==> config.mk <==
export PLATFORM = sky130hd
export DESIGN_NAME = i2c_master_bit_engine_flat
export DESIGN_NICKNAME = d
export VERILOG_FILES = /design/src/i2cbe_pkg.sv /design/src/i2cbe_if.sv /design/src/i2cbe_timer.sv /design/src/i2cbe_seq.sv /design/src/i2c_master_bit_engine.sv /design/src/flat_wrapper.sv
export SDC_FILE = /design/constraint.sdc
export NUM_CORES = 1
export LEC_CHECK = 0
export BUFFER_PORTS_ARGS = -buffer_cell sky130_fd_sc_hd__buf_2
export CAP_MARGIN = 20
export CORE_MARGIN = 4
export CORE_UTILIZATION = 23
export CTS_CLUSTER_SIZE = 10
export DETAILED_ROUTE_END_ITERATION = 6
export SLEW_MARGIN = 20
export SYNTH_ARGS = -nofsm -noshare
export SYNTH_HDL_FRONTEND = slang
export SYNTH_SLANG_ARGS = --single-unit
==> constraint.sdc <==
create_clock -name clk_i -period 4.9 [get_ports clk_i]
set_clock_uncertainty 0.1 [all_clocks]
set_input_delay 0.98 -clock clk_i [delete_from_list [all_inputs] [get_ports clk_i]]
set_output_delay 0.98 -clock clk_i [all_outputs]
set_load 0.01 [all_outputs]
==> src/i2cbe_pkg.sv <==
// ----------------------------------------------------------------------------
// i2cbe_pkg
// shared types, widths and codes of the i2c master bit engine
// ----------------------------------------------------------------------------
package i2cbe_pkg;

  // field widths
  localparam int MODE_W     = 3;
  localparam int BYTE_W     = 8;
  localparam int ADDR_W     = 7;
  localparam int HP_W       = 16;
  localparam int STATUS_W   = 2;
  localparam int CFG_IDX_W  = 2;
  localparam int CFG_DATA_W = 16;

  // bits in one byte slot, msb first
  localparam int BYTE_BITS = 8;

  // default number of recovery clock pulses
  localparam int RECOVERY_CLOCKS_DEF = 9;

  // reset value of the half period register
  localparam logic [HP_W-1:0] HALF_PERIOD_RST = 16'd250;

  // command codes
  localparam logic [MODE_W-1:0] MODE_START   = 3'd0;
  localparam logic [MODE_W-1:0] MODE_STOP    = 3'd1;
  localparam logic [MODE_W-1:0] MODE_ADDRESS = 3'd2;
  localparam logic [MODE_W-1:0] MODE_WRITE   = 3'd3;
  localparam logic [MODE_W-1:0] MODE_READ    = 3'd4;
  localparam logic [MODE_W-1:0] MODE_RECOVER = 3'd5;

  // status codes
  localparam logic [STATUS_W-1:0] STAT_OK   = 2'd0;
  localparam logic [STATUS_W-1:0] STAT_NACK = 2'd1;
  localparam logic [STATUS_W-1:0] STAT_SKIP = 2'd2;

  // configuration register indexes
  localparam logic [CFG_IDX_W-1:0] REG_DEVICE_ADDRESS = 2'd0;
  localparam logic [CFG_IDX_W-1:0] REG_HALF_PERIOD    = 2'd1;

  // one bus command
  typedef struct packed {
    logic [MODE_W-1:0] mode;
    logic [BYTE_W-1:0] data_byte;
    logic              read_not_write;
    logic              master_ack;
    logic              slave_ack_bit;
    logic [BYTE_W-1:0] slave_data;
  } cmd_t;

  // one pin phase
  typedef struct packed {
    logic                scl;
    logic                sda;
    logic                last;
    logic [BYTE_W-1:0]   read_data;
    logic [STATUS_W-1:0] status;
  } phase_t;

endpackage

==> src/i2cbe_if.sv <==
// ----------------------------------------------------------------------------
// i2cbe_if
// valid/ready channels of the bit engine: commands in, pin phases out
// ----------------------------------------------------------------------------
interface i2cbe_cmd_if
  import i2cbe_pkg::*;
();
  logic              valid;
  logic              ready;
  logic [MODE_W-1:0] mode;
  logic [BYTE_W-1:0] data_byte;
  logic              read_not_write;
  logic              master_ack;
  logic              slave_ack_bit;
  logic [BYTE_W-1:0] slave_data;

  modport source (
    output valid, mode, data_byte, read_not_write, master_ack, slave_ack_bit, slave_data,
    input  ready
  );
  modport sink (
    input  valid, mode, data_byte, read_not_write, master_ack, slave_ack_bit, slave_data,
    output ready
  );
endinterface

interface i2cbe_phase_if
  import i2cbe_pkg::*;
();
  logic                valid;
  logic                ready;
  logic                scl_level;
  logic                sda_level;
  logic                last_phase;
  logic [BYTE_W-1:0]   read_data;
  logic [STATUS_W-1:0] status;

  modport source (
    output valid, scl_level, sda_level, last_phase, read_data, status,
    input  ready
  );
  modport sink (
    input  valid, scl_level, sda_level, last_phase, read_data, status,
    output ready
  );
endinterface

==> src/i2cbe_timer.sv <==
// ----------------------------------------------------------------------------
// i2cbe_timer
// half period hold counter, restarted on every phase
// ----------------------------------------------------------------------------
module i2cbe_timer
  import i2cbe_pkg::*;
(
  input  logic            clk_i,
  input  logic            rst_ni,
  input  logic            load_i,
  input  logic [HP_W-1:0] ticks_i,
  output logic            done_o
);

  logic [HP_W-1:0] cnt_q, cnt_d;

  always_comb begin
    cnt_d = cnt_q;
    if (load_i) begin
      cnt_d = ticks_i - HP_W'(1);
    end else if (cnt_q != '0) begin
      cnt_d = cnt_q - HP_W'(1);
    end
  end

  always_ff @(posedge clk_i or negedge rst_ni) begin
    if (!rst_ni) begin
      cnt_q <= '0;
    end else begin
      cnt_q <= cnt_d;
    end
  end

  assign done_o = (cnt_q == '0);

endmodule

==> src/i2cbe_seq.sv <==
// ----------------------------------------------------------------------------
// i2cbe_seq
// phase sequencer: walks the bit slots of a command through a shift register
// ----------------------------------------------------------------------------
module i2cbe_seq
  import i2cbe_pkg::*;
#(
  parameter int RecoveryClocks = RECOVERY_CLOCKS_DEF
) (
  input  logic              clk_i,
  input  logic              rst_ni,
  input  logic              take_i,
  input  cmd_t              cmd_i,
  input  logic [ADDR_W-1:0] dev_addr_i,
  input  logic              step_i,
  output logic              busy_o,
  output phase_t            phase_o
);

  localparam int SlotMax = (RecoveryClocks > BYTE_BITS + 1) ? RecoveryClocks : BYTE_BITS + 1;
  localparam int SlotW   = $clog2(SlotMax);

  localparam logic [2:0] S_IDLE  = 3'd0;
  localparam logic [2:0] S_START = 3'd1;
  localparam logic [2:0] S_BYTE  = 3'd2;
  localparam logic [2:0] S_RDBIT = 3'd3;
  localparam logic [2:0] S_RDACK = 3'd4;
  localparam logic [2:0] S_RECOV = 3'd5;
  localparam logic [2:0] S_STOP  = 3'd6;
  localparam logic [2:0] S_SKIP  = 3'd7;

  logic [2:0]        state_q, state_d;
  logic [1:0]        sub_q, sub_d;
  logic [SlotW-1:0]  slot_q, slot_d;
  logic [BYTE_W-1:0] tx_q, tx_d;
  logic [BYTE_W-1:0] rx_q, rx_d;
  logic              sack_q, sack_d;
  logic              ack_lvl_q, ack_lvl_d;
  logic              abort_q, abort_d;
  logic              scl_now_q, scl_now_d;
  logic              sda_now_q, sda_now_d;
  phase_t            ph;
  logic              ack_slot;

  assign ack_slot = (slot_q == SlotW'(BYTE_BITS));

  // current phase from state, sub phase and shift register msb
  always_comb begin
    ph        = '0;
    ph.scl    = 1'b1;
    ph.sda    = 1'b1;
    ph.status = STAT_OK;
    case (state_q)
      S_START: begin
        ph.scl  = (sub_q != 2'd2);
        ph.sda  = (sub_q == 2'd0);
        ph.last = (sub_q == 2'd2);
      end
      S_STOP: begin
        ph.scl  = (sub_q == 2'd0) ? scl_now_q : 1'b1;
        ph.sda  = (sub_q == 2'd2);
        ph.last = (sub_q == 2'd2);
      end
      S_BYTE: begin
        ph.scl  = (sub_q == 2'd0) ? scl_now_q : (sub_q == 2'd1);
        ph.sda  = tx_q[BYTE_W-1];
        ph.last = ack_slot && (sub_q == 2'd2);
        if (ph.last && sack_q) begin
          ph.status = STAT_NACK;
        end
      end
      S_RDBIT: begin
        ph.scl = (sub_q == 2'd0);
      end
      S_RDACK: begin
        ph.scl  = (sub_q == 2'd1);
        ph.sda  = ack_lvl_q;
        ph.last = (sub_q == 2'd2);
        if (sub_q == 2'd2) begin
          ph.read_data = rx_q;
        end
      end
      S_RECOV: begin
        ph.scl = (sub_q == 2'd0);
      end
      S_SKIP: begin
        ph.scl    = scl_now_q;
        ph.sda    = sda_now_q;
        ph.last   = 1'b1;
        ph.status = STAT_SKIP;
      end
      default: begin
        ph.scl = scl_now_q;
        ph.sda = sda_now_q;
      end
    endcase
  end

  always_comb begin
    state_d   = state_q;
    sub_d     = sub_q;
    slot_d    = slot_q;
    tx_d      = tx_q;
    rx_d      = rx_q;
    sack_d    = sack_q;
    ack_lvl_d = ack_lvl_q;
    abort_d   = abort_q;
    scl_now_d = scl_now_q;
    sda_now_d = sda_now_q;

    if (take_i) begin
      sub_d     = '0;
      slot_d    = '0;
      sack_d    = cmd_i.slave_ack_bit;
      ack_lvl_d = !cmd_i.master_ack;
      // skip only commands that need a healthy transfer
      if (abort_q && (cmd_i.mode inside {MODE_START, MODE_ADDRESS, MODE_WRITE,
                                         MODE_READ})) begin
        state_d = S_SKIP;
      end else begin
        case (cmd_i.mode)
          MODE_START:   state_d = S_START;
          MODE_STOP:    state_d = S_STOP;
          MODE_ADDRESS: begin
            state_d = S_BYTE;
            tx_d    = {dev_addr_i, cmd_i.read_not_write};
          end
          MODE_WRITE: begin
            state_d = S_BYTE;
            tx_d    = cmd_i.data_byte;
          end
          MODE_READ: begin
            state_d = S_RDBIT;
            tx_d    = cmd_i.slave_data;
          end
          MODE_RECOVER: state_d = S_RECOV;
          default:      state_d = S_IDLE;
        endcase
      end
    end else if (step_i && busy_o) begin
      scl_now_d = ph.scl;
      sda_now_d = ph.sda;
      case (state_q)
        S_START: begin
          sub_d = sub_q + 2'd1;
          if (ph.last) state_d = S_IDLE;
        end
        S_STOP: begin
          sub_d = sub_q + 2'd1;
          if (ph.last) begin
            state_d = S_IDLE;
            abort_d = 1'b0;
          end
        end
        S_BYTE: begin
          if (sub_q == 2'd2) begin
            sub_d  = '0;
            slot_d = slot_q + SlotW'(1);
            tx_d   = {tx_q[BYTE_W-2:0], 1'b1};
            if (ack_slot) begin
              state_d = S_IDLE;
              abort_d = abort_q | sack_q;
            end
          end else begin
            sub_d = sub_q + 2'd1;
          end
        end
        S_RDBIT: begin
          if (sub_q == 2'd1) begin
            sub_d  = '0;
            slot_d = slot_q + SlotW'(1);
            tx_d   = {tx_q[BYTE_W-2:0], 1'b1};
            rx_d   = {rx_q[BYTE_W-2:0], tx_q[BYTE_W-1]};
            if (slot_q == SlotW'(BYTE_BITS - 1)) begin
              state_d = S_RDACK;
              slot_d  = '0;
            end
          end else begin
            sub_d = 2'd1;
          end
        end
        S_RDACK: begin
          sub_d = sub_q + 2'd1;
          if (ph.last) begin
            state_d   = S_IDLE;
            sda_now_d = 1'b1;  // release sda after the ack slot
          end
        end
        S_RECOV: begin
          if (sub_q == 2'd1) begin
            sub_d  = '0;
            slot_d = slot_q + SlotW'(1);
            if (slot_q == SlotW'(RecoveryClocks - 1)) begin
              state_d = S_STOP;
              slot_d  = '0;
            end
          end else begin
            sub_d = 2'd1;
          end
        end
        S_SKIP:  state_d = S_IDLE;
        default: state_d = S_IDLE;
      endcase
    end
  end

  always_ff @(posedge clk_i or negedge rst_ni) begin
    if (!rst_ni) begin
      state_q   <= S_IDLE;
      sub_q     <= '0;
      slot_q    <= '0;
      abort_q   <= 1'b0;
      scl_now_q <= 1'b1;
      sda_now_q <= 1'b1;
    end else begin
      state_q   <= state_d;
      sub_q     <= sub_d;
      slot_q    <= slot_d;
      abort_q   <= abort_d;
      scl_now_q <= scl_now_d;
      sda_now_q <= sda_now_d;
    end
  end

  always_ff @(posedge clk_i) begin
    tx_q      <= tx_d;
    rx_q      <= rx_d;
    sack_q    <= sack_d;
    ack_lvl_q <= ack_lvl_d;
  end

  assign busy_o  = (state_q != S_IDLE);
  assign phase_o = ph;

endmodule

==> src/i2c_master_bit_engine.sv <==
// ----------------------------------------------------------------------------
// i2c_master_bit_engine
// i2c master bit engine: turns bus commands into held (scl, sda) pin phases
// ----------------------------------------------------------------------------
//
//  channel   dir  port      one transfer carries
//  --------  ---  --------  -------------------------------------------------
//  command   in   cmd_i     mode, data byte, r/w bit, master ack, slave bits
//  phase     out  phase_o   scl, sda, last phase flag, read byte, status
//  config    in   cfg_*_i   device address (0), half period ticks (1)
//
//  each phase is held by the hold counter, which is loaded from the half
//  period register, so the time a command takes scales with its number of
//  phases: start and stop 3 phases, address and write byte 27, read byte 19,
//  recovery 2*RecoveryClocks+3, a skipped command 1
//  one command is in work at a time; the next is taken once the last phase
//  of the current one sits in the output register
//  a stalled phase output holds the sequencer; the hold counter keeps running
//  rst_ni clears the sequencer, abort flag, line levels and output valid
// ----------------------------------------------------------------------------
module i2c_master_bit_engine
  import i2cbe_pkg::*;
#(
  parameter int RecoveryClocks = RECOVERY_CLOCKS_DEF
) (
  input  logic                  clk_i,
  input  logic                  rst_ni,
  i2cbe_cmd_if.sink             cmd_i,
  i2cbe_phase_if.source         phase_o,
  input  logic                  cfg_we_i,
  input  logic [CFG_IDX_W-1:0]  cfg_idx_i,
  input  logic [CFG_DATA_W-1:0] cfg_wdata_i
);

  // configuration registers
  logic [ADDR_W-1:0] dev_addr_q;
  logic [HP_W-1:0]   half_q;

  always_ff @(posedge clk_i or negedge rst_ni) begin
    if (!rst_ni) begin
      dev_addr_q <= '0;
      half_q     <= HALF_PERIOD_RST;
    end else if (cfg_we_i) begin
      case (cfg_idx_i)
        REG_DEVICE_ADDRESS: dev_addr_q <= cfg_wdata_i[ADDR_W-1:0];
        REG_HALF_PERIOD:    half_q     <= cfg_wdata_i[HP_W-1:0];
        default:            ;  // unmapped index, write dropped
      endcase
    end
  end

  // command transfer into the sequencer
  cmd_t   cmd;
  logic   cmd_take;
  logic   seq_busy;
  phase_t seq_phase;
  logic   step;
  logic   timer_done;

  assign cmd.mode           = cmd_i.mode;
  assign cmd.data_byte      = cmd_i.data_byte;
  assign cmd.read_not_write = cmd_i.read_not_write;
  assign cmd.master_ack     = cmd_i.master_ack;
  assign cmd.slave_ack_bit  = cmd_i.slave_ack_bit;
  assign cmd.slave_data     = cmd_i.slave_data;

  assign cmd_i.ready = !seq_busy;
  assign cmd_take    = cmd_i.valid && cmd_i.ready;

  i2cbe_seq #(
    .RecoveryClocks(RecoveryClocks)
  ) u_seq (
    .clk_i     (clk_i),
    .rst_ni    (rst_ni),
    .take_i    (cmd_take),
    .cmd_i     (cmd),
    .dev_addr_i(dev_addr_q),
    .step_i    (step),
    .busy_o    (seq_busy),
    .phase_o   (seq_phase)
  );

  // a new phase goes out once the previous one has been held long enough and
  // the output register is free or being emptied this cycle
  logic   out_valid_q;
  phase_t out_q;
  logic   out_free;

  assign out_free = !out_valid_q || phase_o.ready;
  assign step     = seq_busy && timer_done && out_free;

  i2cbe_timer u_timer (
    .clk_i  (clk_i),
    .rst_ni (rst_ni),
    .load_i (step),
    .ticks_i(half_q),
    .done_o (timer_done)
  );

  always_ff @(posedge clk_i or negedge rst_ni) begin
    if (!rst_ni) begin
      out_valid_q <= 1'b0;
    end else if (step) begin
      out_valid_q <= 1'b1;
    end else if (phase_o.ready) begin
      out_valid_q <= 1'b0;
    end
  end

  always_ff @(posedge clk_i) begin
    if (step) begin
      out_q <= seq_phase;
    end
  end

  assign phase_o.valid      = out_valid_q;
  assign phase_o.scl_level  = out_q.scl;
  assign phase_o.sda_level  = out_q.sda;
  assign phase_o.last_phase = out_q.last;
  assign phase_o.read_data  = out_q.read_data;
  assign phase_o.status     = out_q.status;

`ifndef SYNTH
  // the sequencer goes idle right after handing out a last phase
  a_last_ends_cmd: assert property (@(posedge clk_i) disable iff (!rst_ni)
    step && seq_phase.last |=> !seq_busy)
    else $error("sequencer still busy after last phase");

  // the hold counter is still counting after a phase is loaded, unless the period is one tick
  a_hold_starts: assert property (@(posedge clk_i) disable iff (!rst_ni)
    step && (half_q != HP_W'(1)) |=> !timer_done)
    else $error("hold counter did not start on a new phase");

  // status other than ok only on a last phase
  a_status_last: assert property (@(posedge clk_i) disable iff (!rst_ni)
    out_valid_q && (out_q.status != STAT_OK) |-> out_q.last)
    else $error("status reported before the last phase");

  // read byte shows up only on a last phase
  a_rdata_last: assert property (@(posedge clk_i) disable iff (!rst_ni)
    out_valid_q && (out_q.read_data != '0) |-> out_q.last)
    else $error("read data reported before the last phase");
`endif

endmodule

==> src/flat_wrapper.sv <==
// flat-port wrapper written by rule: the top's interface ports become plain ports
module i2c_master_bit_engine_flat import i2cbe_pkg::*;
#(
  parameter int RecoveryClocks = RECOVERY_CLOCKS_DEF
)
  (clk_i, rst_ni, cfg_we_i, cfg_idx_i, cfg_wdata_i, cmd_i_valid, cmd_i_mode, cmd_i_data_byte, cmd_i_read_not_write, cmd_i_master_ack, cmd_i_slave_ack_bit, cmd_i_slave_data, cmd_i_ready, phase_o_valid, phase_o_scl_level, phase_o_sda_level, phase_o_last_phase, phase_o_read_data, phase_o_status, phase_o_ready);
  i2cbe_cmd_if cmd_i_i ();
  i2cbe_phase_if phase_o_i ();
  input  logic clk_i;
  input  logic rst_ni;
  input  logic cfg_we_i;
  input  logic [CFG_IDX_W-1:0] cfg_idx_i;
  input  logic [CFG_DATA_W-1:0] cfg_wdata_i;
  input wire logic [$bits(cmd_i_i.valid)-1:0] cmd_i_valid;
  input wire logic [$bits(cmd_i_i.mode)-1:0] cmd_i_mode;
  input wire logic [$bits(cmd_i_i.data_byte)-1:0] cmd_i_data_byte;
  input wire logic [$bits(cmd_i_i.read_not_write)-1:0] cmd_i_read_not_write;
  input wire logic [$bits(cmd_i_i.master_ack)-1:0] cmd_i_master_ack;
  input wire logic [$bits(cmd_i_i.slave_ack_bit)-1:0] cmd_i_slave_ack_bit;
  input wire logic [$bits(cmd_i_i.slave_data)-1:0] cmd_i_slave_data;
  output wire logic [$bits(cmd_i_i.ready)-1:0] cmd_i_ready;
  output wire logic [$bits(phase_o_i.valid)-1:0] phase_o_valid;
  output wire logic [$bits(phase_o_i.scl_level)-1:0] phase_o_scl_level;
  output wire logic [$bits(phase_o_i.sda_level)-1:0] phase_o_sda_level;
  output wire logic [$bits(phase_o_i.last_phase)-1:0] phase_o_last_phase;
  output wire logic [$bits(phase_o_i.read_data)-1:0] phase_o_read_data;
  output wire logic [$bits(phase_o_i.status)-1:0] phase_o_status;
  input wire logic [$bits(phase_o_i.ready)-1:0] phase_o_ready;
  assign cmd_i_i.valid = cmd_i_valid;
  assign cmd_i_i.mode = cmd_i_mode;
  assign cmd_i_i.data_byte = cmd_i_data_byte;
  assign cmd_i_i.read_not_write = cmd_i_read_not_write;
  assign cmd_i_i.master_ack = cmd_i_master_ack;
  assign cmd_i_i.slave_ack_bit = cmd_i_slave_ack_bit;
  assign cmd_i_i.slave_data = cmd_i_slave_data;
  assign cmd_i_ready = cmd_i_i.ready;
  assign phase_o_valid = phase_o_i.valid;
  assign phase_o_scl_level = phase_o_i.scl_level;
  assign phase_o_sda_level = phase_o_i.sda_level;
  assign phase_o_last_phase = phase_o_i.last_phase;
  assign phase_o_read_data = phase_o_i.read_data;
  assign phase_o_status = phase_o_i.status;
  assign phase_o_i.ready = phase_o_ready;
  i2c_master_bit_engine #(.RecoveryClocks(RecoveryClocks)) u_core (.clk_i(clk_i), .rst_ni(rst_ni), .cmd_i(cmd_i_i), .phase_o(phase_o_i), .cfg_we_i(cfg_we_i), .cfg_idx_i(cfg_idx_i), .cfg_wdata_i(cfg_wdata_i));
endmodule
==> impl_results.md, run 1 <==
- Ys flop type: dfrtp_1
- Global-route wire length before repair: 18500 um
- Worst Path Buf+Inv: 1
- DRT Pass-1 Iters: 5
- Fillers: 2047
- Max cap viols: 0
- Synthesized instance count: 459
- DR WL met2: around 5400 um
- Reg2reg path depth: 11
- Top routing layer in use: met4
- Worst min path class: reg -> reg
- Syn Area/Cell: 10.2 um^2
- Mapped Area: between 0.004 and 0.005 mm^2
- Hold-critical path depth: 0
- Pin count of the biggest net entering global routing: 53
- Via/cell ratio: 4.74
- Min cycle time layout: 3540 ps
- Leakage: 0.00219 uW
- Commonest cells post-synth: nand2_1, dfrtp_1, o21ai_0
- Post-synthesis register bit count: 83
- Crit Path Class: reg -> reg
- Final setup fails: 0
- Core area: between 0.015 and 0.02 mm^2
- Post-CTS Repair Setup Buffers: 0
- CTS Buf Count: 9
- Critical path's largest stage delay: 600 ps
- Unrepaired setup endpoints after global routing: false
- Final ANT Viol Nets: 0
- Seq/Total Area, Yosys: roughly 48%
- Setup ws final: 1360 ps
- CP max stage cell: dfrtp_1
- Die Ht: 151 um
- Pwr dens: 387 mW/mm^2
- Combinational Power Share: a little under a quarter
- Critical path depth: 11
- Num ports: 60
- Post-DP HPWL: 8260 um
- Yosys top cell area share: between 20% and 30%
- Count of cell types in the netlist: 65
- EDFF count, synth: 31
- Share of cells above drive strength 1: 25.3%
- Iteration-0 DRC Markers: 249
- Drt wl/cell: 14.4 um
- IO Port Bufs: 59
- CTS Buffer Depth: 2
- Cell Int Power: approximately 1500 uW
- Post-cts sizing count: 0
- Routed met1 length: around 5200 um
- Pre-CTS setup slack: between 1000 and 1500 ps
- Clk_lat worst skew: 350 ps
- WL met3: 627 um
- Syn-to-layout area delta: 20.1%
- Max VDD drop: 0.179 mV
- Row count: 51
- Reg power frac: 42.7%
- Total power draw: 2170 uW
- Hold Buf Count CTS: 0
- Die width: 151 um
- Initial core utilization: between 20% and 30%
- Root buffer cell: clkbuf_16
- Hold Startpoint: u_core.u_seq.rx_q[5]
- Final #Nets: 569
- Switching power: ~700 uW
- Crit path from: u_core.u_seq.state_q[0]
- CP cell instances: or3_1, and2_0, nand3_1, inv_2, a21oi_1, ha_1, nand3_2, or3_1, or4_1, a31oi_1, a21oi_1
- Outcome: completed
- Worst-margin pin slew: 984 ps
- Total grt overflow: 0
- H-tree depth: 3
- Ant diodes: 0
- Initial antenna violation count: 0
- CP startpoint kind: register
- CTS tree: yes
- Dominant cell type by area after synthesis: dfrtp_1
- Worst r2r src: u_core.u_seq.state_q[0]
- Net Count, Synth: 512
- Critical Path AT: 3640 ps
- Gr usage total: 10.3%
- Switching part of the total: about 32%
- # clock sinks: 83
- Most instantiated library cell after synthesis: nand2_1
- WHS: 340 ps
- Total Wirelength: 11300 um
- DRC viols: 0
- Crit. End Element: register
- Final Slew Violations: 0
- Final Cell Area: 0.00561 mm^2
- Synth area leaders: dfrtp_1, edfxtp_1, mux2_2
- Final hold viol count: 0
- RePlAce Congestion: a little over 0.8
- Clk pin slew, worst setup/hold paths: 70 ps
- Die area: about 0.023 mm^2
- Vias in the first global route: approximately 3600
- Placement Cell Area: 0.00528 mm^2
- Family with the most delay on the worst path: simple AND/OR/NAND/NOR gates
- Max-slew headroom: between 30% and 40%
- Via count: 3723
- Setup_tns: 0 ps
- Clock power share: 34.5%
- Synthesis warning total: 0
- Post-synth ARST share: 62.7%
- Worst-path maximum fanout: 19
- Fmax: 0.282 GHz
- WP data required: approximately 5000 ps
- Period utilization: 72.3%
metrics by stage:
| step | cells | utilization, % |
|---|---|---|
| 2_1_floorplan | 459 | - |
| 3_3_place_gp | 769 | 26.7 |
| 3_5_place_dp | 770 | 26.8 |
| 4_1_cts | 786 | 28.4 |
| 5_1_grt | 786 | 28.5 |
| 6_report | 786 | 28.5 |
sequential cells by signal, indices dropped and copies added, names as in the netlist:
signal and flops:
u_core.u_seq.state_q 3, u_core.u_seq.slot_q 4, u_core.phase_o.sda_level 1, u_core.u_seq.abort_q 1, u_core.phase_o.read_data 8, u_core.half_q 16, u_core.phase_o.status 2, u_core.u_seq.tx_q 8
u_core.phase_o.last_phase 1, u_core.u_seq.sub_q 2, u_core.dev_addr_q 7, u_core.u_seq.sack_q 1, u_core.u_timer.cnt_q 16, u_core.u_seq.rx_q 8, u_core.u_seq.sda_now_q 1, u_core.u_seq.ack_lvl_q 1
u_core.u_seq.scl_now_q 1, u_core.phase_o.valid 1, u_core.phase_o.scl_level 1
layout by cell type (no fill, tap or decap), types with 3 or more instances in the layout:
cell type	count
buf_2	59
nand2_1	45
dfrtp_1	44
o21ai_0	36
edfxtp_1	31
nor2_1	25
mux2_2	25
a21oi_1	21
nor3_1	19
o22ai_1	16
nor2b_1	15
inv_1	14
and2_1	9
clkbuf_16	9
or3_1	8
nand2b_1	8
o311ai_0	8
ha_1	8
dfstp_2	8
and3_1	7
nand3_1	7
a211oi_1	6
buf_4	6
a221oi_1	5
o211ai_1	5
mux2i_1	4
or4_1	4
nor4_1	3
nand3b_1	3
a41o_1	3
a21o_1	3
xor2_1	3
layout make-up:
cell class | instances | area [um^2] | share of cell area (%)
Inverter | 16 | 60.1 | 1.07
Multi-Input combinational cell | 340 | 2300 | 40.9
Sequential cell | 83 | 2240 | 40.0
Clock inverter | 7 | 105 | 1.87
Clock buffer | 9 | 225 | 4.01
Tap cell | 265 | 332 | 5.91
Timing Repair Buffer | 66 | 352 | 6.27
routing by layer:
layer	global-route usage, %	up-vias
met3	2.83	14
met2	16.4	96
met5	0	-
li1	-	1845
met4	3.66	0
met1	13.5	1768
power by group through the flow:
stage / clock network, uW / logic [uW] / registers (uW)
floorplan: 0 / 406 / 873
global placement: 0 / 488 / 933
detailed placement: 0 / 492 / 939
CTS: 774 / 493 / 925
global route: 804 / 557 / 942
finish: 749 / 493 / 927
kinds of logic after synthesis:
logic type / after synthesis / share of synthesized area (%)
compound gates: 125 / 18.7
xor+xnor: 4 / 0.750
fa+ha+maj: 8 / 2.14
buf+inv: 36 / 3.00
flops: 83 / 48.0
mux: 30 / 7.36
simple gates: 173 / 20.1
worst paths after layout:
| check | to | slack, ps |
|---|---|---|
| max | u_core.u_timer.cnt_q[10] | 1360 |
| min | u_core.u_seq.rx_q[6] | 340 |
| max reg2reg | u_core.u_timer.cnt_q[10] | 1360 |
| min reg2reg | u_core.u_seq.rx_q[6] | 340 |
| max in group asynchronous | u_core.dev_addr_q[1] | 3580 |
| min in group asynchronous | u_core.half_q[9] | 660 |
(Power assumes the default switching activity.)
==> inputs of run 2 (changes only) <==
clock period = 3.55 ns   (was 4.9 ns; I/O delays follow)
==> impl_results.md, run 2 (synthesis results as in run 1) <==
- Via count: 3743 (+0.54%)
- Die Ht: 151 um (unchanged)
- Unrepaired setup endpoints after global routing: false
- Iteration-0 DRC Markers: 318 (+28%)
- Total Wirelength: 11300 um (-0.74%)
- Setup ws final: 461 ps (-897 ps)
- Die area: 0.0227 mm^2 (unchanged)
- WP data required: 3680 ps (-1320 ps)
- Ant diodes: 0 (unchanged)
- Post-Layout Cell Count: 793 (+0.89%)
- Num ports: 60 (unchanged)
- Reg2reg path depth: 11 (unchanged)
- Crit. End Element: register
- Initial core utilization: 23.7% (unchanged)
- Critical Path AT: 3220 ps (-420 ps)
- Worst-path maximum fanout: 6 (-13)
- Max VDD drop: 0.224 mV (+25%)
- Core area: 0.0197 mm^2 (unchanged)
- DRT Pass-1 Iters: 5 (unchanged)
- Pin count of the biggest net entering global routing: 38 (-28%)
- Worst-margin pin slew: 858 ps (-126 ps)
- Pre-CTS setup slack: 241 ps (-931 ps)
- Vias in the first global route: 3515 (-1.9%)
- # clock sinks: 83 (unchanged)
- Commonest non-fill, non-tap cells in the layout: buf_2, nand2_1, dfrtp_1
- R2R setup slack: 460 ps (-900 ps)
- Global-route wire length before repair: 18100 um (-2.6%)
- Most common cell after layout, fill and taps aside: buf_2
- Leakage: 0.00221 uW (+0.69%)
- CTS Buffer Depth: 2 (unchanged)
- Fmax: 0.324 GHz (+15%)
- H-tree depth: 3 (unchanged)
- Hold Buf Count CTS: 0 (unchanged)
- Gr usage total: 10.1% (-0.28 points)
- Syn-to-layout area delta: 20.2% (about the same)
- Share of cells above drive strength 1: 26.1% (+0.80 points)
- Root buffer cell: clkbuf_16
- Final Cell Area: 0.00562 mm^2 (about the same)
- Post-cts sizing count: 0 (unchanged)
- Crit path from: u_core.u_seq.state_q[2]
- Max cap viols: 0 (unchanged)
- Final Slew Violations: 0 (unchanged)
- Worst min path class: in -> async
- Final #Nets: 576 (+1.2%)
- CP endpoint: u_core.u_timer.cnt_q[10]
- Die width: 151 um (unchanged)
- DRC viols: 0 (unchanged)
- Drt wl/cell: 14.2 um (-1.6%)
- Final ANT Viol Nets: 0 (unchanged)
- Setup_tns: 0 ps (unchanged)
- Placement Cell Area: 0.00533 mm^2 (+0.92%)
- Fillers: 2070 (+1.1%)
- RePlAce Congestion: 0.834 (+0.34%)
- Min cycle time layout: 3090 ps (-453 ps)
- Final setup fails: 0 (unchanged)
- IO Port Bufs: 59 (unchanged)
- Clk_lat worst skew: 350 ps (about the same)
- Pwr dens: 517 mW/mm^2 (+34%)
- Clk pin slew, worst setup/hold paths: 70 ps (about the same)
- Placed cell count: 777 (+0.91%)
- Max-slew headroom: 42.6% (+8.4 points)
- CTS tree: yes
- CTS Buf Count: 9 (unchanged)
- Final hold viol count: 0 (unchanged)
- Worst r2r src: u_core.u_seq.state_q[2]
- Via/cell ratio: 4.72 (-0.35%)
- Outcome: completed
- Post-DP HPWL: 8260 um (about the same)
- Initial antenna violation count: 0 (unchanged)
- Row count: 51 (unchanged)
- Top Registers: u_core.half_q: 16 flops, u_core.u_timer.cnt_q: 16 flops
- Crit Path Class: reg -> reg
- Period utilization: 87.0% (+15 points)
- Post-CTS Repair Setup Buffers: 0 (unchanged)
- R2r endpoint: u_core.u_timer.cnt_q[10]
- Total grt overflow: 0 (unchanged)
- CP startpoint kind: register
run 2: power by group:
part	internal (uW)	switching, uW
logic	302	453
registers	1120	103
clock network	494	432
run 2: cell type report:
cell class / count / area [um^2] / share of cell area [%]
clock buffers: 9 / 225 / 4.01
well taps: 265 / 332 / 5.90
inverters: 16 / 60.1 / 1.07
multi-input cells: 340 / 2290 / 40.8
clock inverters: 7 / 66.3 / 1.18
flip-flops and latches: 83 / 2240 / 39.9
repair buffers: 73 / 400 / 7.13
run 2: worst min-delay path by stage:
stage,start,endpoint,slack (ps),cells after the start
finish,rst_ni,u_core.half_q[15],180,1
global placement,u_core.u_seq.rx_q[5],u_core.u_seq.rx_q[6],320,0
CTS,rst_ni,u_core.half_q[15],190,1
floorplan,rst_ni,u_core.dev_addr_q[0],310,0
global route,rst_ni,u_core.half_q[15],210,1
detailed placement,u_core.u_seq.rx_q[0],u_core.u_seq.rx_q[1],330,0
run 2: critical path, stage by stage, from the launching register on:
cell,delay [ps]
dfrtp_1,370
or3_1,450
and2_0,260
nand3_1,160
inv_2,80
a21oi_1,180
ha_1,250
nand3_2,80
or3_1,370
or4_1,410
a31oi_1,170
a21oi_1,80
run 2: stage by stage:
stage               util, %  hold WS, ps  total power (uW)
floorplan                 -          314              1760
global placement       27.0          324              1990
detailed placement     27.0          326              2000
CTS                    28.5          186              2940
global route           28.5          209              3090
finish                 28.5          177              2900
run 2: routing by layer:
layer	GRT usage (%)	routed length, um	share of wire (%)	vias to the layer above
met5	0	0	0	-
met1	13.6	5260	47	1766
met3	2.56	612	5.4	12
met2	15.8	5240	47	99
li1	-	-	-	1866
met4	3.06	150	1.3	0
==> inputs of run 3 (changes only) <==
ABC_CLOCK_PERIOD_IN_PS = 3550   (was default)
PLACE_DENSITY = 0.48   (was default)
SYNTH_HIERARCHICAL = 1   (was default)
==> impl_results.md, run 3 <==
- Outcome: completed
- Cell Int Power: 2080 uW (+8.7%)
- Vias in the first global route: 3738 (+6.3%)
- CTS Buffer Depth: 2 (unchanged)
- Total power draw: 3070 uW (+5.6%)
- Gr usage total: 10.3% (+0.21 points)
- Max-slew headroom: 53.2% (+11 points)
- WP data required: 3720 ps (+40 ps)
- DRC viols: 0 (unchanged)
- Ant diodes: 0 (unchanged)
- Row count: 52 (+2.0%)
- Leakage: 0.00228 uW (+3.5%)
- Crit. End Element: register
- Count of cell types in the netlist: 72 (+11%)
- Syn-to-layout area delta: 22.0%
- CTS Buf Count: 9 (unchanged)
- Worst-margin pin slew: 702 ps (-156 ps)
- Final setup fails: 0 (unchanged)
- Final Slew Violations: 0 (unchanged)
- Die Ht: 153 um (+1.4%)
- Placement Cell Area: 0.00551 mm^2 (+3.5%)
- DRT Pass-1 Iters: 4 (-1)
- Post-synth ARST share: 62.7% (unchanged)
- Most instantiated library cell after synthesis: dfrtp_1
- Clk_lat worst skew: 350 ps (about the same)
- Final hold viol count: 0 (unchanged)
- Total Wirelength: 11700 um (+4.1%)
- Commonest non-fill, non-tap cells in the layout: buf_2, dfrtp_1, edfxtp_1
- Die area: 0.0233 mm^2 (+2.9%)
- Synth area leaders: dfrtp_1, edfxtp_1, dfstp_2
- Global-route wire length before repair: 19600 um (+8.5%)
- Pwr dens: 522 mW/mm^2 (+0.97%)
- Pin count of the biggest net entering global routing: 53 (+39%)
- Worst Path Buf+Inv: 1 (unchanged)
- Min cycle time layout: 3370 ps (+282 ps)
- Top routing layer in use: met4
- Routed met1 length: 5780 um (+10%)
- RePlAce Congestion: 0.865 (+3.7%)
- Crit Path Class: reg -> reg
- DR WL met2: 5180 um (-1.1%)
- Num ports: 60 (unchanged)
- Max VDD drop: 0.246 mV (+10%)
- Share of cells above drive strength 1: 31.0% (+4.8 points)
- Die width: 153 um (+1.4%)
- Fmax: 0.297 GHz (-8.4%)
- Total grt overflow: 0 (unchanged)
- Switching part of the total: 32.1% (-1.9 points)
- Syn Area/Cell: 10.7 um^2 (+4.9%)
- Final ANT Viol Nets: 0 (unchanged)
- Commonest cells post-synth: dfrtp_1, edfxtp_1, nor2b_1
- # clock sinks: 83 (unchanged)
- Via/cell ratio: 4.63 (-2.0%)
- Yosys top cell area share: 22.9% (-0.70 points)
- Post-DP HPWL: 8590 um (+3.9%)
- Fin util: 28.8% (+0.28 points)
- Initial antenna violation count: 0 (unchanged)
- Period utilization: 94.9% (+7.9 points)
- Most common cell after layout, fill and taps aside: buf_2
- Initial core utilization: 23.6% (-0.12 points)
- Final Cell Area: 0.00588 mm^2 (+4.6%)
- Reg power frac: 38.7% (-3.5 points)
- Clock power share: 33.8% (+1.9 points)
- WHS: 343 ps (+166 ps)
- Synthesis warning total: 6 (+6)
- CTS tree: yes
- Clk pin slew, worst setup/hold paths: 70 ps (about the same)
- Mapped Area: 0.00482 mm^2 (+3.1%)
- Net Count, Synth: 502 (-2.0%)
- Dominant cell type by area after synthesis: dfrtp_1
- CP max stage cell: or4b_1
- Synthesized instance count: 451 (-1.7%)
- CP startpoint kind: register
- H-tree depth: 3 (unchanged)
- Switching power: 984 uW (-0.43%)
- Top Registers: u_core/half_q: 16 flops, u_core/u_timer/cnt_q: 16 flops
- Via count: 3669 (-2.0%)
- IO Port Bufs: 59 (unchanged)
- Drt wl/cell: 14.8 um (+4.1%)
- Worst min path class: reg -> reg
- EDFF count, synth: 31 (unchanged)
- Unrepaired setup endpoints after global routing: false
- CP cell instances: or3_1, or4_4, nor3_4, nand2_2, a21oi_4, buf_12, or4b_1, a2bb2o_4, a21oi_2, nor3b_1, a2bb2oi_1
- WL met3: 591 um (-3.4%)
- Family with the most delay on the worst path: simple AND/OR/NAND/NOR gates
- Seq/Total Area, Yosys: 46.5% (-1.4 points)
- Root buffer cell: clkbuf_16
- Max cap viols: 0 (unchanged)
- Iteration-0 DRC Markers: 231 (-27%)
- Final #Nets: 569 (-1.2%)
- Critical Path AT: 3540 ps (+320 ps)
- Combinational Power Share: 27.5% (+1.5 points)
- Hold Buf Count CTS: 0 (unchanged)
- Core area: 0.0204 mm^2 (+3.6%)
- Post-synthesis register bit count: 83 (unchanged)
- Placed cell count: 774 (-0.39%)
- Critical path's largest stage delay: 510 ps (+60 ps)
- Ys flop type: dfrtp_1
- Worst-path maximum fanout: 7 (+1)
- Post-Layout Cell Count: 793 (unchanged)
==> run 3: changes by cell type in the layout (fill, tap and decap cells not counted), moves of 7 or more <==
cell	change
nand2_1	-25
o21ai_0	-19
xnor2_1	+12
mux2_2	-11
mux2_4	+10
nor2b_1	+10
buf_4	+8
mux2i_1	+8
o311ai_0	-8
a31o_2	+7
==> run 3: cell families (layout without fill, tap and decap cells) <==
group                    count (synthesis)  in the layout  synth area share, %
adder cells (fa/ha/maj)                  6              6                 1.56
AND/OR/NAND/NOR                        145            145                 17.9
XOR/XNOR                                22             22                 4.00
AO/OA/AOI/OAI                          115            115                 16.9
buffers and inverters                   44            116                 4.23
flip-flops                              83             83                 46.5
multiplexers                            36             36                 8.88
==> run 3: cell type report <==
type                            count  area, um^2
Timing Repair Buffer               82         480
Inverter                           18        67.6
Tap cell                          270         338
Multi-Input combinational cell    324        2420
Clock inverter                      7        98.8
Clock buffer                        9         225
Sequential cell                    83        2240
Fill cell                        2153       14600
==> run 3: worst register-to-register path, cell delays in order (launching register included) <==
cell	delay, ps
dfrtp_1	410
or3_1	410
or4_4	480
nor3_4	160
nand2_2	90
a21oi_4	160
buf_12	130
or4b_1	510
a2bb2o_4	260
a21oi_2	160
nor3b_1	230
a2bb2oi_1	190
==> run 3: final timing paths <==
kind	slack [ps]	end	startpoint	depth (start not counted)
max	180	u_core/u_timer/cnt_q[11]	u_core/u_timer/cnt_q[2]	11
min	340	u_core/u_seq/rx_q[6]	u_core/u_seq/rx_q[5]	0
max reg2reg	180	u_core/u_timer/cnt_q[11]	u_core/u_timer/cnt_q[2]	11
min reg2reg	340	u_core/u_seq/rx_q[6]	u_core/u_seq/rx_q[5]	0
max in group asynchronous	2500	u_core/u_timer/cnt_q[5]	rst_ni	2
min in group asynchronous	400	u_core/half_q[15]	rst_ni	2
==> run 3: stage by stage <==
stage / setup slack, ps / TNS, ps
2_1_floorplan: -230 / -959
3_3_place_gp: 145 / 0
3_5_place_dp: 3.86 / 0
4_1_cts: 4.37 / 0
5_1_grt: 21.3 / 0
6_report: 180 / 0
==> run 3: repair_timing <==
action                                  CTS  global route
buffers inserted                          0             3
resized for setup                         0             1
endpoints found under the setup margin    0             7
==> run 3: power by group through the flow <==
stage	registers, uW	clock network [uW]	logic [uW]
global placement	1200	0	826
global route	1200	1120	946
floorplan	1180	0	663
finish	1190	1040	843
CTS	1190	1070	841
detailed placement	1210	0	837
==> run 3: routing by layer <==
layer | GRT usage [%] | vias up
met5 | 0 | -
met1 | 13.8 | 1770
met2 | 15.9 | 87
met4 | 3.69 | 0
met3 | 2.81 | 9
li1 | - | 1803
